[src/assert_macros.svh]
// Assertion macros shared by the range prefix balance check RTL.
`ifndef ASSERT_MACROS_SVH
`define ASSERT_MACROS_SVH

// Plain property, sampled on clk, off while rst is high.
`define RPB_ASSERT(lbl, prop, msg) \
  lbl: assert property (@(posedge clk) disable iff (rst) (prop)) else $error(msg);

// Same-cycle implication.
`define RPB_ASSERT_IMP(lbl, pre, post, msg) \
  lbl: assert property (@(posedge clk) disable iff (rst) (pre) |-> (post)) else $error(msg);

// Next-cycle implication.
`define RPB_ASSERT_NXT(lbl, pre, post, msg) \
  lbl: assert property (@(posedge clk) disable iff (rst) (pre) |=> (post)) else $error(msg);

`endif

[src/rpb_pkg.sv]
// Shared constants and types for the range prefix balance check.
package rpb_pkg;

  localparam int MAX_LENGTH  = 1024;
  localparam int BLOCK_SIZE  = 32;
  localparam int BLOCK_COUNT = (MAX_LENGTH + BLOCK_SIZE - 1) / BLOCK_SIZE;

  localparam int POS_W = 11;                     // position / length field width
  localparam int IDX_W = $clog2(MAX_LENGTH);     // zero-based symbol index
  localparam int OFF_W = $clog2(BLOCK_SIZE);     // symbol offset inside a block
  localparam int BLK_W = $clog2(BLOCK_COUNT);    // block id
  localparam int TOT_W = OFF_W + 2;              // block total, -BS..BS
  localparam int LST_W = OFF_W + 1;              // block least prefix, -BS..0
  localparam int SUM_W = TOT_W + LST_W;          // summary word
  localparam int ACC_W = IDX_W + 2;              // query accumulators

  localparam logic [POS_W-1:0] LEN_MAX = POS_W'(MAX_LENGTH);
  localparam logic [BLK_W-1:0] BLK_LAST = BLK_W'(BLOCK_COUNT - 1);
  localparam logic [OFF_W-1:0] OFF_LAST = OFF_W'(BLOCK_SIZE - 1);

  localparam logic OP_WRITE = 1'b0;
  localparam logic OP_CHECK = 1'b1;

  typedef struct packed {
    logic             op;
    logic [POS_W-1:0] pos;
    logic             plus;
    logic [POS_W-1:0] rstart;
    logic [POS_W-1:0] rend;
  } item_t;

  typedef struct packed {
    logic balanced;
    logic range_error;
  } res_t;

  typedef struct packed {
    logic                  re;
    logic                  we;
    logic [BLK_W-1:0]      addr;
    logic [BLOCK_SIZE-1:0] wdata;
  } sym_req_t;

  typedef struct packed {
    logic             re;
    logic             we;
    logic [BLK_W-1:0] addr;
    logic [SUM_W-1:0] wdata;
  } sum_req_t;

  typedef struct packed {
    logic idle;
    logic res_valid;
    res_t res;
  } stat_t;

endpackage

[src/rpb_ram.sv]
// Single-port synchronous RAM, registered read data.
module rpb_ram #(
  parameter int WIDTH = 32,
  parameter int DEPTH = 32
) (
  input  logic                     clk,
  input  logic                     we,
  input  logic                     re,
  input  logic [$clog2(DEPTH)-1:0] addr,
  input  logic [WIDTH-1:0]         wdata,
  output logic [WIDTH-1:0]         rdata
);

  logic [WIDTH-1:0] mem [DEPTH];

  always_ff @(posedge clk) begin
    if (we) begin
      mem[addr] <= wdata;
    end
    if (re) begin
      rdata <= mem[addr];
    end
  end

endmodule

[src/rpb_ctrl.sv]
// Sequencer: block rebuilds, updates and range walks over the two RAMs.
module rpb_ctrl (
  input  logic                         clk,
  input  logic                         rst,
  input  logic [rpb_pkg::POS_W-1:0]    length,
  input  logic                         rebuild_start,
  input  logic                         item_start,
  input  rpb_pkg::item_t               item,
  input  logic                         res_take,
  output rpb_pkg::sym_req_t            sym_req,
  input  logic [rpb_pkg::BLOCK_SIZE-1:0] sym_rdata,
  output rpb_pkg::sum_req_t            sum_req,
  input  logic [rpb_pkg::SUM_W-1:0]    sum_rdata,
  output rpb_pkg::stat_t               stat
);

  typedef enum logic [7:0] {
    S_INIT  = 8'b0000_0001,
    S_IDLE  = 8'b0000_0010,
    S_RD    = 8'b0000_0100,
    S_LOAD  = 8'b0000_1000,
    S_WALK  = 8'b0001_0000,
    S_WSUM  = 8'b0010_0000,
    S_QSTEP = 8'b0100_0000,
    S_EMIT  = 8'b1000_0000
  } state_t;

  state_t state, state_next;

  logic                          all_mode, all_mode_next;
  logic                          upd, upd_next;
  logic [rpb_pkg::BLK_W-1:0]     blk, blk_next;
  logic [rpb_pkg::OFF_W-1:0]     off, off_next;
  logic [rpb_pkg::OFF_W-1:0]     uoff, uoff_next;
  logic                          uplus, uplus_next;
  logic [rpb_pkg::BLOCK_SIZE-1:0] work_row, work_row_next;
  logic signed [rpb_pkg::TOT_W-1:0] wtot, wtot_next;
  logic signed [rpb_pkg::LST_W-1:0] wlst, wlst_next;
  logic [rpb_pkg::POS_W-1:0]     cur, cur_next;
  logic [rpb_pkg::POS_W-1:0]     qend, qend_next;
  logic signed [rpb_pkg::ACC_W-1:0] atot, atot_next;
  logic signed [rpb_pkg::ACC_W-1:0] alst, alst_next;
  rpb_pkg::res_t                 res, res_next;

  // item decode
  logic [rpb_pkg::IDX_W-1:0] pidx, sidx;
  logic                      pos_ok, q_err;

  // block walk
  logic signed [rpb_pkg::TOT_W-1:0] wtot_dec;
  logic                             in_use;
  logic [rpb_pkg::BLOCK_SIZE-1:0]   mod_row;

  // range walk
  logic [rpb_pkg::IDX_W-1:0]   qidx, nidx;
  logic [rpb_pkg::BLK_W-1:0]   qblk, nblk;
  logic [rpb_pkg::OFF_W-1:0]   qoff;
  logic [rpb_pkg::POS_W-1:0]   blk_hi, blk_last, qnext;
  logic                        full;
  logic signed [rpb_pkg::ACC_W-1:0] s_tot, s_lst, cand, atot_dec, q_tot, q_lst;

  assign pidx   = rpb_pkg::IDX_W'(item.pos - rpb_pkg::POS_W'(1));
  assign sidx   = rpb_pkg::IDX_W'(item.rstart - rpb_pkg::POS_W'(1));
  assign pos_ok = (item.pos != '0) && (item.pos <= length);
  assign q_err  = (item.rstart == '0) || (item.rend == '0) ||
                  (item.rstart > length) || (item.rend > length);

  assign wtot_dec = wtot - rpb_pkg::TOT_W'(1);
  assign in_use   = rpb_pkg::POS_W'({blk, off}) < length;

  always_comb begin
    mod_row       = sym_rdata;
    mod_row[uoff] = uplus;
  end

  // current step of a range walk
  assign qidx     = rpb_pkg::IDX_W'(cur - rpb_pkg::POS_W'(1));
  assign qblk     = rpb_pkg::BLK_W'(qidx >> rpb_pkg::OFF_W);
  assign qoff     = qidx[rpb_pkg::OFF_W-1:0];
  assign blk_hi   = (rpb_pkg::POS_W'(qblk) + rpb_pkg::POS_W'(1)) << rpb_pkg::OFF_W;
  assign blk_last = (blk_hi < length) ? blk_hi : length;
  assign full     = (qoff == '0) && (blk_last <= qend);
  assign s_tot    = {{(rpb_pkg::ACC_W - rpb_pkg::TOT_W){sum_rdata[rpb_pkg::SUM_W-1]}},
                     sum_rdata[rpb_pkg::SUM_W-1:rpb_pkg::LST_W]};
  assign s_lst    = {{(rpb_pkg::ACC_W - rpb_pkg::LST_W){sum_rdata[rpb_pkg::LST_W-1]}},
                     sum_rdata[rpb_pkg::LST_W-1:0]};
  assign cand     = atot + s_lst;
  assign atot_dec = atot - rpb_pkg::ACC_W'(1);

  always_comb begin
    if (full) begin
      q_tot = atot + s_tot;
      q_lst = (cand < alst) ? cand : alst;
      qnext = blk_last + rpb_pkg::POS_W'(1);
    end else if (sym_rdata[qoff]) begin
      q_tot = atot + rpb_pkg::ACC_W'(1);
      q_lst = alst;
      qnext = cur + rpb_pkg::POS_W'(1);
    end else begin
      q_tot = atot_dec;
      q_lst = (atot_dec < alst) ? atot_dec : alst;
      qnext = cur + rpb_pkg::POS_W'(1);
    end
  end

  assign nidx = rpb_pkg::IDX_W'(qnext - rpb_pkg::POS_W'(1));
  assign nblk = rpb_pkg::BLK_W'(nidx >> rpb_pkg::OFF_W);

  always_comb begin
    state_next    = state;
    all_mode_next = all_mode;
    upd_next      = upd;
    blk_next      = blk;
    off_next      = off;
    uoff_next     = uoff;
    uplus_next    = uplus;
    work_row_next = work_row;
    wtot_next     = wtot;
    wlst_next     = wlst;
    cur_next      = cur;
    qend_next     = qend;
    atot_next     = atot;
    alst_next     = alst;
    res_next      = res;
    sym_req       = '0;
    sum_req       = '0;
    sym_req.addr  = blk;
    sum_req.addr  = blk;

    unique case (state)
      S_INIT: begin
        // all symbols to plus one, row by row
        sym_req.we    = 1'b1;
        sym_req.wdata = '1;
        if (blk == rpb_pkg::BLK_LAST) begin
          blk_next      = '0;
          all_mode_next = 1'b1;
          upd_next      = 1'b0;
          state_next    = S_RD;
        end else begin
          blk_next = blk + rpb_pkg::BLK_W'(1);
        end
      end

      S_IDLE: begin
        if (rebuild_start) begin
          blk_next      = '0;
          all_mode_next = 1'b1;
          upd_next      = 1'b0;
          state_next    = S_RD;
        end else if (item_start) begin
          if (item.op == rpb_pkg::OP_WRITE) begin
            if (pos_ok) begin
              blk_next      = rpb_pkg::BLK_W'(pidx >> rpb_pkg::OFF_W);
              uoff_next     = pidx[rpb_pkg::OFF_W-1:0];
              uplus_next    = item.plus;
              all_mode_next = 1'b0;
              upd_next      = 1'b1;
              state_next    = S_RD;
            end
          end else if (q_err) begin
            res_next   = '{balanced: 1'b0, range_error: 1'b1};
            state_next = S_EMIT;
          end else if (item.rstart > item.rend) begin
            res_next   = '{balanced: 1'b1, range_error: 1'b0};
            state_next = S_EMIT;
          end else begin
            sym_req.re   = 1'b1;
            sum_req.re   = 1'b1;
            sym_req.addr = rpb_pkg::BLK_W'(sidx >> rpb_pkg::OFF_W);
            sum_req.addr = rpb_pkg::BLK_W'(sidx >> rpb_pkg::OFF_W);
            cur_next     = item.rstart;
            qend_next    = item.rend;
            atot_next    = '0;
            alst_next    = '0;
            state_next   = S_QSTEP;
          end
        end
      end

      S_RD: begin
        sym_req.re = 1'b1;
        state_next = S_LOAD;
      end

      S_LOAD: begin
        if (upd) begin
          sym_req.we    = 1'b1;
          sym_req.wdata = mod_row;
          work_row_next = mod_row;
        end else begin
          work_row_next = sym_rdata;
        end
        off_next   = '0;
        wtot_next  = '0;
        wlst_next  = '0;
        state_next = S_WALK;
      end

      S_WALK: begin
        // positions past the length in use do not count
        if (in_use) begin
          if (work_row[off]) begin
            wtot_next = wtot + rpb_pkg::TOT_W'(1);
          end else begin
            wtot_next = wtot_dec;
            if (wtot_dec < wlst) begin
              wlst_next = rpb_pkg::LST_W'(wtot_dec);
            end
          end
        end
        if (off == rpb_pkg::OFF_LAST) begin
          state_next = S_WSUM;
        end else begin
          off_next = off + rpb_pkg::OFF_W'(1);
        end
      end

      S_WSUM: begin
        sum_req.we    = 1'b1;
        sum_req.wdata = {wtot, wlst};
        if (all_mode && (blk != rpb_pkg::BLK_LAST)) begin
          blk_next   = blk + rpb_pkg::BLK_W'(1);
          state_next = S_RD;
        end else begin
          state_next = S_IDLE;
        end
      end

      S_QSTEP: begin
        atot_next = q_tot;
        alst_next = q_lst;
        if (qnext > qend) begin
          res_next   = '{balanced: ~q_lst[rpb_pkg::ACC_W-1], range_error: 1'b0};
          state_next = S_EMIT;
        end else begin
          cur_next = qnext;
          // crossing into another block: fetch its row and summary now
          if (nblk != qblk) begin
            sym_req.re   = 1'b1;
            sum_req.re   = 1'b1;
            sym_req.addr = nblk;
            sum_req.addr = nblk;
          end
        end
      end

      S_EMIT: begin
        if (res_take) begin
          state_next = S_IDLE;
        end
      end

      default: begin
        state_next = S_IDLE;
      end
    endcase
  end

  always_ff @(posedge clk) begin
    if (rst) begin
      state    <= S_INIT;
      blk      <= '0;
      all_mode <= 1'b0;
      upd      <= 1'b0;
    end else begin
      state    <= state_next;
      blk      <= blk_next;
      all_mode <= all_mode_next;
      upd      <= upd_next;
    end
  end

  always_ff @(posedge clk) begin
    off      <= off_next;
    uoff     <= uoff_next;
    uplus    <= uplus_next;
    work_row <= work_row_next;
    wtot     <= wtot_next;
    wlst     <= wlst_next;
    cur      <= cur_next;
    qend     <= qend_next;
    atot     <= atot_next;
    alst     <= alst_next;
    res      <= res_next;
  end

  assign stat.idle      = (state == S_IDLE);
  assign stat.res_valid = (state == S_EMIT);
  assign stat.res       = res;

`include "assert_macros.svh"

  `RPB_ASSERT(a_sym_port, !(sym_req.we && sym_req.re), "symbol RAM read and write together")
  `RPB_ASSERT_IMP(a_qstep_range, state == S_QSTEP, (cur != '0) && (cur <= qend), "walk past range end")
  `RPB_ASSERT_NXT(a_walk_end, (state == S_WALK) && (off == rpb_pkg::OFF_LAST), state == S_WSUM, "block walk did not store summary")

endmodule

[src/range_prefix_balance_check.sv]
// Top level of the range prefix balance check: ports, length register, result register.
//
//  channel | dir | handshake              | word contents
//  --------+-----+------------------------+-----------------------------------------------
//  s_axis  | in  | s_axis_tvalid/tready   | tuser: operation; tdata: position, symbol_is_plus,
//          |     |                        |   range_start, range_end
//  m_axis  | out | m_axis_tvalid/tready   | tdata: balanced; tuser: range_error
//  cfg     | in  | cfg_valid/cfg_ready    | cfg_data: length_in_use
//
// Update: row read, write-back, 32-step block walk, summary store.
// Query: one step per single symbol and one per whole block; bad bounds and empty
//   ranges answer without a walk.
// After reset: row fill of all 32 blocks, then a full rebuild of 32 blocks before
//   s_axis_tready rises. Each cfg write runs the same rebuild.
// A query result sits in the m_axis register; the next word is taken while it waits,
//   and a second result stalls in the sequencer until m_axis drains.
module range_prefix_balance_check (
  input  logic                      clk,
  input  logic                      rst,
  input  logic                      s_axis_tvalid,
  output logic                      s_axis_tready,
  // [10:0] position, [11] symbol_is_plus, [22:12] range_start, [33:23] range_end, rest 0
  input  logic [39:0]               s_axis_tdata,
  // [0] operation
  input  logic [0:0]                s_axis_tuser,
  output logic                      m_axis_tvalid,
  input  logic                      m_axis_tready,
  // [0] balanced, rest 0
  output logic [7:0]                m_axis_tdata,
  // [0] range_error
  output logic [0:0]                m_axis_tuser,
  input  logic                      cfg_valid,
  output logic                      cfg_ready,
  input  logic [rpb_pkg::POS_W-1:0] cfg_data
);

  logic [rpb_pkg::POS_W-1:0] length;
  logic [rpb_pkg::POS_W-1:0] cfg_sat;
  logic                      cfg_fire;
  logic                      in_fire;
  logic                      res_take;
  rpb_pkg::item_t            item;
  rpb_pkg::stat_t            stat;
  rpb_pkg::sym_req_t         sym_req;
  rpb_pkg::sum_req_t         sum_req;
  logic [rpb_pkg::BLOCK_SIZE-1:0] sym_rdata;
  logic [rpb_pkg::SUM_W-1:0]      sum_rdata;

  // config wins over an item offered in the same cycle
  assign cfg_ready     = stat.idle;
  assign cfg_fire      = cfg_valid && cfg_ready;
  assign s_axis_tready = stat.idle && !cfg_valid;
  assign in_fire       = s_axis_tvalid && s_axis_tready;

  // length saturates to 1..MAX_LENGTH
  always_comb begin
    if (cfg_data == '0) begin
      cfg_sat = rpb_pkg::POS_W'(1);
    end else if (cfg_data > rpb_pkg::LEN_MAX) begin
      cfg_sat = rpb_pkg::LEN_MAX;
    end else begin
      cfg_sat = cfg_data;
    end
  end

  always_ff @(posedge clk) begin
    if (rst) begin
      length <= rpb_pkg::LEN_MAX;
    end else if (cfg_fire) begin
      length <= cfg_sat;
    end
  end

  assign item.op     = s_axis_tuser[0];
  assign item.pos    = s_axis_tdata[10:0];
  assign item.plus   = s_axis_tdata[11];
  assign item.rstart = s_axis_tdata[22:12];
  assign item.rend   = s_axis_tdata[33:23];

  rpb_ctrl u_ctrl (
    .clk           (clk),
    .rst           (rst),
    .length        (length),
    .rebuild_start (cfg_fire),
    .item_start    (in_fire),
    .item          (item),
    .res_take      (res_take),
    .sym_req       (sym_req),
    .sym_rdata     (sym_rdata),
    .sum_req       (sum_req),
    .sum_rdata     (sum_rdata),
    .stat          (stat)
  );

  // one row of symbols per block
  rpb_ram #(
    .WIDTH (rpb_pkg::BLOCK_SIZE),
    .DEPTH (rpb_pkg::BLOCK_COUNT)
  ) u_sym_ram (
    .clk   (clk),
    .we    (sym_req.we),
    .re    (sym_req.re),
    .addr  (sym_req.addr),
    .wdata (sym_req.wdata),
    .rdata (sym_rdata)
  );

  // {total, least prefix} per block
  rpb_ram #(
    .WIDTH (rpb_pkg::SUM_W),
    .DEPTH (rpb_pkg::BLOCK_COUNT)
  ) u_sum_ram (
    .clk   (clk),
    .we    (sum_req.we),
    .re    (sum_req.re),
    .addr  (sum_req.addr),
    .wdata (sum_req.wdata),
    .rdata (sum_rdata)
  );

  // output register: loads whenever it is empty or being drained
  assign res_take = !m_axis_tvalid || m_axis_tready;

  always_ff @(posedge clk) begin
    if (rst) begin
      m_axis_tvalid <= 1'b0;
    end else if (res_take) begin
      m_axis_tvalid <= stat.res_valid;
    end
  end

  always_ff @(posedge clk) begin
    if (res_take && stat.res_valid) begin
      m_axis_tdata <= {7'b0, stat.res.balanced};
      m_axis_tuser <= stat.res.range_error;
    end
  end

`include "assert_macros.svh"

  `RPB_ASSERT_NXT(a_cfg_rebuild, cfg_valid && cfg_ready, !stat.idle, "config write did not start rebuild")

endmodule
[config.mk]
export PLATFORM = sky130hd
export DESIGN_NAME = range_prefix_balance_check
export DESIGN_NICKNAME = d
export VERILOG_FILES = /design/src/rpb_pkg.sv /design/src/rpb_ram.sv /design/src/rpb_ctrl.sv /design/src/range_prefix_balance_check.sv
export VERILOG_INCLUDE_DIRS = /design/src /design/src/src
export SDC_FILE = /design/constraint.sdc
export NUM_CORES = 2
export LEC_CHECK = 0
export BUFFER_PORTS_ARGS = -buffer_cell sky130_fd_sc_hd__buf_2
export CORE_ASPECT_RATIO = 0.6
export CORE_MARGIN = 2
export CORE_UTILIZATION = 35
export DETAILED_ROUTE_END_ITERATION = 12
export GPL_TIMING_DRIVEN = 0
export PLACE_DENSITY = 0.56
export RECOVER_POWER = 25
export SLEW_MARGIN = 20
export SYNTH_ARGS = -nofsm -noshare
export SYNTH_HDL_FRONTEND = slang
export SYNTH_SLANG_ARGS = --single-unit
[constraint.sdc]
create_clock -name clk -period 16.7 [get_ports clk]
set_input_delay 0 -clock clk [delete_from_list [all_inputs] [get_ports clk]]
set_output_delay 0 -clock clk [all_outputs]
set_load 0.01 [all_outputs]
---- Word-level counts from Yosys, hierarchy flattened ----
Memories as Yosys holds them, arrays and structs flattened. A register that Yosys moved wholly into a read port is not among the register bits.
Cells that the tools add are included.
storage, ports and cells
  bits in registers ....................... 133
  RAM bits ................................ 1440
  output and inout port bits .............. 12
  logic and storage cells ................. 235
  memories ................................ 2
operators by class
  $add $sub $neg .......................... 15
  $lt $le $gt $ge ......................... 16
  equality and inequality tests ........... 35
  muxes and demuxes ....................... 106
  bitwise logic cells ..................... 5
  reduce and logical (&&, ||, !) cells .... 35
memory list
  name           depth  bits a word  rd ports  clocked after memory_dff  wr ports  RTL line       text
  u_sym_ram.mem  32     32           1         1                         1         rpb_ram.sv:14  logic [WIDTH-1:0] mem [DEPTH];
  u_sum_ram.mem  32     13           1         1                         1         rpb_ram.sv:14
operator list
  operator               count
  $mux 12                11
  $mux 11                10
  $mux 8                 10
  $mux 5                 14
  $mux 32                2
  $pmux 32 s2            1
  $pmux 8 s8             1
  $pmux 12 s2            2
  $gt 11x11->1           4
  $sub 10x1->10 const B  4
  $logic_not 11->1       3
  $bwmux 32              1
  $mux 1                 26
  $lt 12x12->1           2
  $reduce_and 6->1       4
  $add 11x1->11 const B  2
  $le 11x11->1           2
  $pmux 11 s2            1
  $pmux 5 s2             2
  $lt 5x6->1 const B     3
  $mux 6                 3
  $ne 2x2->1 const B     8
  $pmux 5 s3             1
  $reduce_and 5->1       3
  52 further kinds       92

---- Logic depth before layout (Yosys ltp) ----
  word-level depth ........................ 12
  depth in mapped cells ................... 51
  mapped depth without buffers ............ 44

---- Modules after synthesis ----
A second synthesis with hierarchy kept.
unflattened totals
  cells, all modules ...................... 4463
  area, all modules ....................... 69595.5 um^2
by module, submodules not included
  module                      times used  cells each  area each (um^2)  sequential area each (um^2)
  rpb_ram (u_sym_ram)         1           2107        40063.4           31710.4
  rpb_ram (u_sum_ram)         1           890         16482.1           12882.4
  rpb_ctrl                    1           1397        12439.4           3423.3
  range_prefix_balance_check  1           69          610.6             300.3

---- Worst setup path before layout ----
OpenSTA, ideal clock, no wires.
  kind .................................... reg-to-reg
  start point ............................. reg u_ctrl.cur[0] in the netlist's numbering
  end point ............................... mem u_sym_ram.mem[10][0] (enable)
  setup time .............................. 421 ps
  arrival time ............................ 11334 ps
  data required time ...................... 16279 ps
  setup slack ............................. 4945 ps
  stages on the path, launching flop included .. 48
  buffers on the path ..................... 10
  period minus slack after synthesis ...... 11755 ps
  cell sequence ........................... edfxtp_1 > buf_1 > inv_1 > ha_1 > clkbuf_1 > or4b_2 > clkbuf_1 > nor2_1 > xor2_1 > ha_1 > xor3_1 > ha_1 > a21oi_1 > o21ai_1 > o21bai_2 > and2_1 > or2_2 > ha_1 > [12 not listed] > xor2_1 > nor2_1 > a31oi_1 > inv_1 > ha_1 > and3_1 > a2111oi_0 > a21oi_1 > nand2b_1 > buf_2 > o21bai_1 > o211ai_1 > buf_2 > buf_2 > buf_1 > buf_4 > nand3_1 > nor2_1
between the ends
  longest elaborated chain between the ends .. 12
ends and longest elaborated chain
  what                    RTL line         text
  from (decl)             rpb_ctrl.sv:39   logic [rpb_pkg::POS_W-1:0] cur, cur_next;
  from (signal assigned)  rpb_ctrl.sv:281  cur <= cur_next;
  $sub 10x1->10           rpb_ctrl.sv:77   assign qidx = rpb_pkg::IDX_W'(cur - rpb_pkg::POS_W'(1));
  $add 5x1->6             rpb_ctrl.sv:80   assign blk_hi = (rpb_pkg::POS_W'(qblk) + rpb_pkg::POS_W'(1)) << rpb_pkg::OFF_W;
  $lt 11x11->1            rpb_ctrl.sv:81   assign blk_last = (blk_hi < length) ? blk_hi : length;
  $mux 11                 rpb_ctrl.sv:81
  $le 11x11->1            rpb_ctrl.sv:82   assign full = (qoff == '0) && (blk_last <= qend);
  $logic_and 1x1->1       rpb_ctrl.sv:82
  $mux 11                 rpb_ctrl.sv:91   if (full) begin
  $sub 10x1->10           rpb_ctrl.sv:106  assign nidx = rpb_pkg::IDX_W'(qnext - rpb_pkg::POS_W'(1));
  $ne 5x5->1              rpb_ctrl.sv:239  if (nblk != qblk) begin
  $mux 5                  rpb_ctrl.sv:239
  $mux 5 (*)              rpb_ctrl.sv:233  if (qnext > qend) begin
  $pmux 5 s2 (*)          rpb_ctrl.sv:130  unique case (state)
  to (decl)               rpb_ram.sv:14
Every way passes the cells marked *; elsewhere a longest branch is shown, timed or not.

---- Worst setup path after layout ----
  start point ............................. reg u_ctrl.cur[0] in the netlist's numbering
  end point ............................... mem u_sym_ram.mem[17][3] (enable)
The elaborated chain is that of the path after synthesis.

==> out/metrics.cfg <==
[setup_path]
cp_slowest_stage_delay_ps=840
slowest_stage=nand3_1
crit_top_cell=ha_1
worstPathArrival_ps=16860
crit_path_start_kind=flop
crit_required_ps=17180
path_class=flop to flop
worst-path-buf-inv=13
end_kind=flop
path_delay_family=buffers and inverters
crit_fanout=14

[global_routing]
grt_pass1_wl_um=340000
grt_use_total=0.243
grt_antenna_before_repair=8
grt_pass1_vias=41800
grt-ovfl-total=0
grt_max_degree=34

[timing]
final-hold-violation-count=0
slew_headroom=-1.41
finalClockSkew_ps=55.4
finalSetupTns_ps=0
min_period_ps=16370
worst_pin_slew_ps=3580
rsz0062_at_grt=yes
finalCritPeriodShare=0.980
fmax_mhz=61.1
drv_slew=561
setup_violations=0

[die]
start_util=0.352
io-pin-count=69
core_um2=197000
fp.dieArea_um2=202000
die_y_um=349
num_rows=126
die_x_um=578

[synth]
yosysTopAreaCell=edfxtp_1
synth_area_leaders=edfxtp_1 69%, mux4_2 8.3%, nand2_1 2.7%
synth_top_area_frac=0.690
synth_edf_count=1591
async_reset_ff_frac=0
yosys.cell_count.top_type=edfxtp_1
ys.flop_type=edfxtp_1
yosysWarnings=0
yosysSeqAreaShare=0.698
postSynthAreaPerCell_um2=15.8
synth-seq-cells=1618
synth_area_um2=69300
synth_commonest_cells=1591 x edfxtp_1, 501 x nand2_1, 254 x mux4_2
syn_inst=4380
synth_cell_types=90

[finish]
register_area_um2=48300
fill_cells=17500
final_nets=5028
syn2layout_area_growth_pct=17.9
final_cells=7565
design_area_um2=81700
multiInputGateArea_um2=20100
drive_gt1_frac=0.187

[outcome]
run_status=complete, but fails checks
violations=max-capacitance violations, max-slew violations

[detailed_routing]
initialDrtViolationCount=8390
routed_wl_um=250000
dr.pass1.iters=9
antenna_left=0
vias=45000
viasPerCell=5.95
drc=0
wl_per_cell_um=33.1

[flow_run]
cap_violations=17

[clock_network]
cts_root_buf=clkbuf_16
cts_tree=built
worstSkewPairLatency_ps=830
clock_sinks=1618
cts.clk_slew.worst_paths_ps=70
numCtsBuffers=154
h-tree-depth=4
clk_path_buf_depth=4

[placement]
dp_cells=7181
dpl.hpwl_um=175000
postPlaceCellArea_um2=76300
routabilityCongestion=0.944
io_buffer_count=53

[power]
peakVddDrop_mv=0.0934
power_density_nw_per_um2=150
leakagePower_uw=0.0258

[worst_hold_path]
hold_class=input port to flop

## power breakdown
group / leakage [µW] / internal (µW) / switching, µW
Combinational: 0.00993 / 983 / 2470
Clock: 0.00227 / 1850 / 1560
Sequential: 0.0136 / 5310 / 52.9
## cell usage in the layout (no fill, tap or decap), drive strengths merged, types with 37 or more instances in the layout
| cell type | netlist | routed |
|---|---|---|
| edfxtp | 1591 | 1591 |
| nand2 | 501 | 501 |
| clkbuf | 118 | 329 |
| buf | 118 | 282 |
| mux4 | 254 | 254 |
| nor2 | 250 | 250 |
| nand3 | 181 | 181 |
| a22oi | 161 | 161 |
| ha | 146 | 146 |
| a21oi | 118 | 118 |
| inv | 96 | 102 |
| dlygate4sd3 | 1 | 87 |
| mux2i | 84 | 84 |
| o21ai | 75 | 75 |
| nand4 | 68 | 68 |
| clkinv | 1 | 64 |
| xnor2 | 56 | 56 |
| a31oi | 55 | 55 |
| and3 | 45 | 45 |
| nor3 | 42 | 42 |
| mux2 | 39 | 39 |
| xor2 | 37 | 37 |
## metrics by stage
stage / utilization / total power (µW) / hold WS, ps / setup WS [ps]
floorplan: - / 7090 / 98.9 / 4940
global placement: 0.370 / 8500 / 191 / -3160
detailed placement: 0.388 / 8830 / 192 / 114
CTS: 0.416 / 12200 / 1.54 / 31.9
global route: 0.415 / 12500 / 124 / -86.0
finish: 0.415 / 12200 / 123 / 328
## repair_timing
item / 4_1_cts / 5_1_grt
gates resized for setup: 0 / 5
setup endpoints to repair: 0 / 1293
hold endpoints to repair: 63 / 0
hold buffers: 86 / 0
buffers inserted: 0 / 24
## per-layer routing
layer	global-route usage	up-vias	routed length, µm
li1	-	18000	-
met1	0.379	23200	109000
met2	0.308	3318	95000
met3	0.100	383	40200
met4	0.0514	12	5430
met5	0.00646	-	276
## worst paths after layout
check,start,end,slack [ps],depth (start not counted)
min,s_axis_tdata[10],u_ctrl.uoff[0],120,5
max,u_ctrl.cur[0],u_sym_ram.mem[17][3],330,49
max reg2reg,u_ctrl.cur[0],u_sym_ram.mem[17][3],330,49
min reg2reg,u_ctrl.stat[1],m_axis_tdata[0],420,0
## worst reg2reg max path, delay by kind of cell, from the launching register on
kind	cells	cell delay, ps
flops	1	440
fa+ha+maj	6	1820
buf+inv	13	4950
xor+xnor	3	660
simple gates	15	4260
compound gates	12	3880
## logic make-up after synthesis
kind of cell	after synthesis	share of synthesized area
multiplexers	377	0.101
flip-flops	1618	0.698
adder cells (fa/ha/maj)	149	0.0271
XOR/XNOR	96	0.0128
other	1	0.0000541
AO/OA/AOI/OAI	575	0.0570
buffers and inverters	334	0.0228
AND/OR/NAND/NOR	1230	0.0815
## sequential cells by signal (all words and copies together) (netlist names), 2 cells and up
register	flops
length	11
u_ctrl.alst	12
u_ctrl.atot	12
u_ctrl.blk	5
u_ctrl.cur	11
u_ctrl.off	5
u_ctrl.qend	11
u_ctrl.stat	2
u_ctrl.state	8
u_ctrl.uoff	5
u_ctrl.wlst	6
u_ctrl.work_row	32
u_ctrl.wtot	7
u_sum_ram.mem	416
u_sum_ram.rdata	13
u_sym_ram.mem	1024
u_sym_ram.rdata	32
## cell type report
class | instances | area share
flip-flops and latches | 1618 | 0.592
well taps | 2624 | 0.0402
plain buffers | 237 | 0.0153
clock inverters | 85 | 0.00820
clock buffers | 180 | 0.0489
diodes | 9 | 0.000276
inverters | 97 | 0.00446
repair buffers | 281 | 0.0454
multi-input cells | 2434 | 0.246
Note: power is estimated with default switching activity, not from simulation.
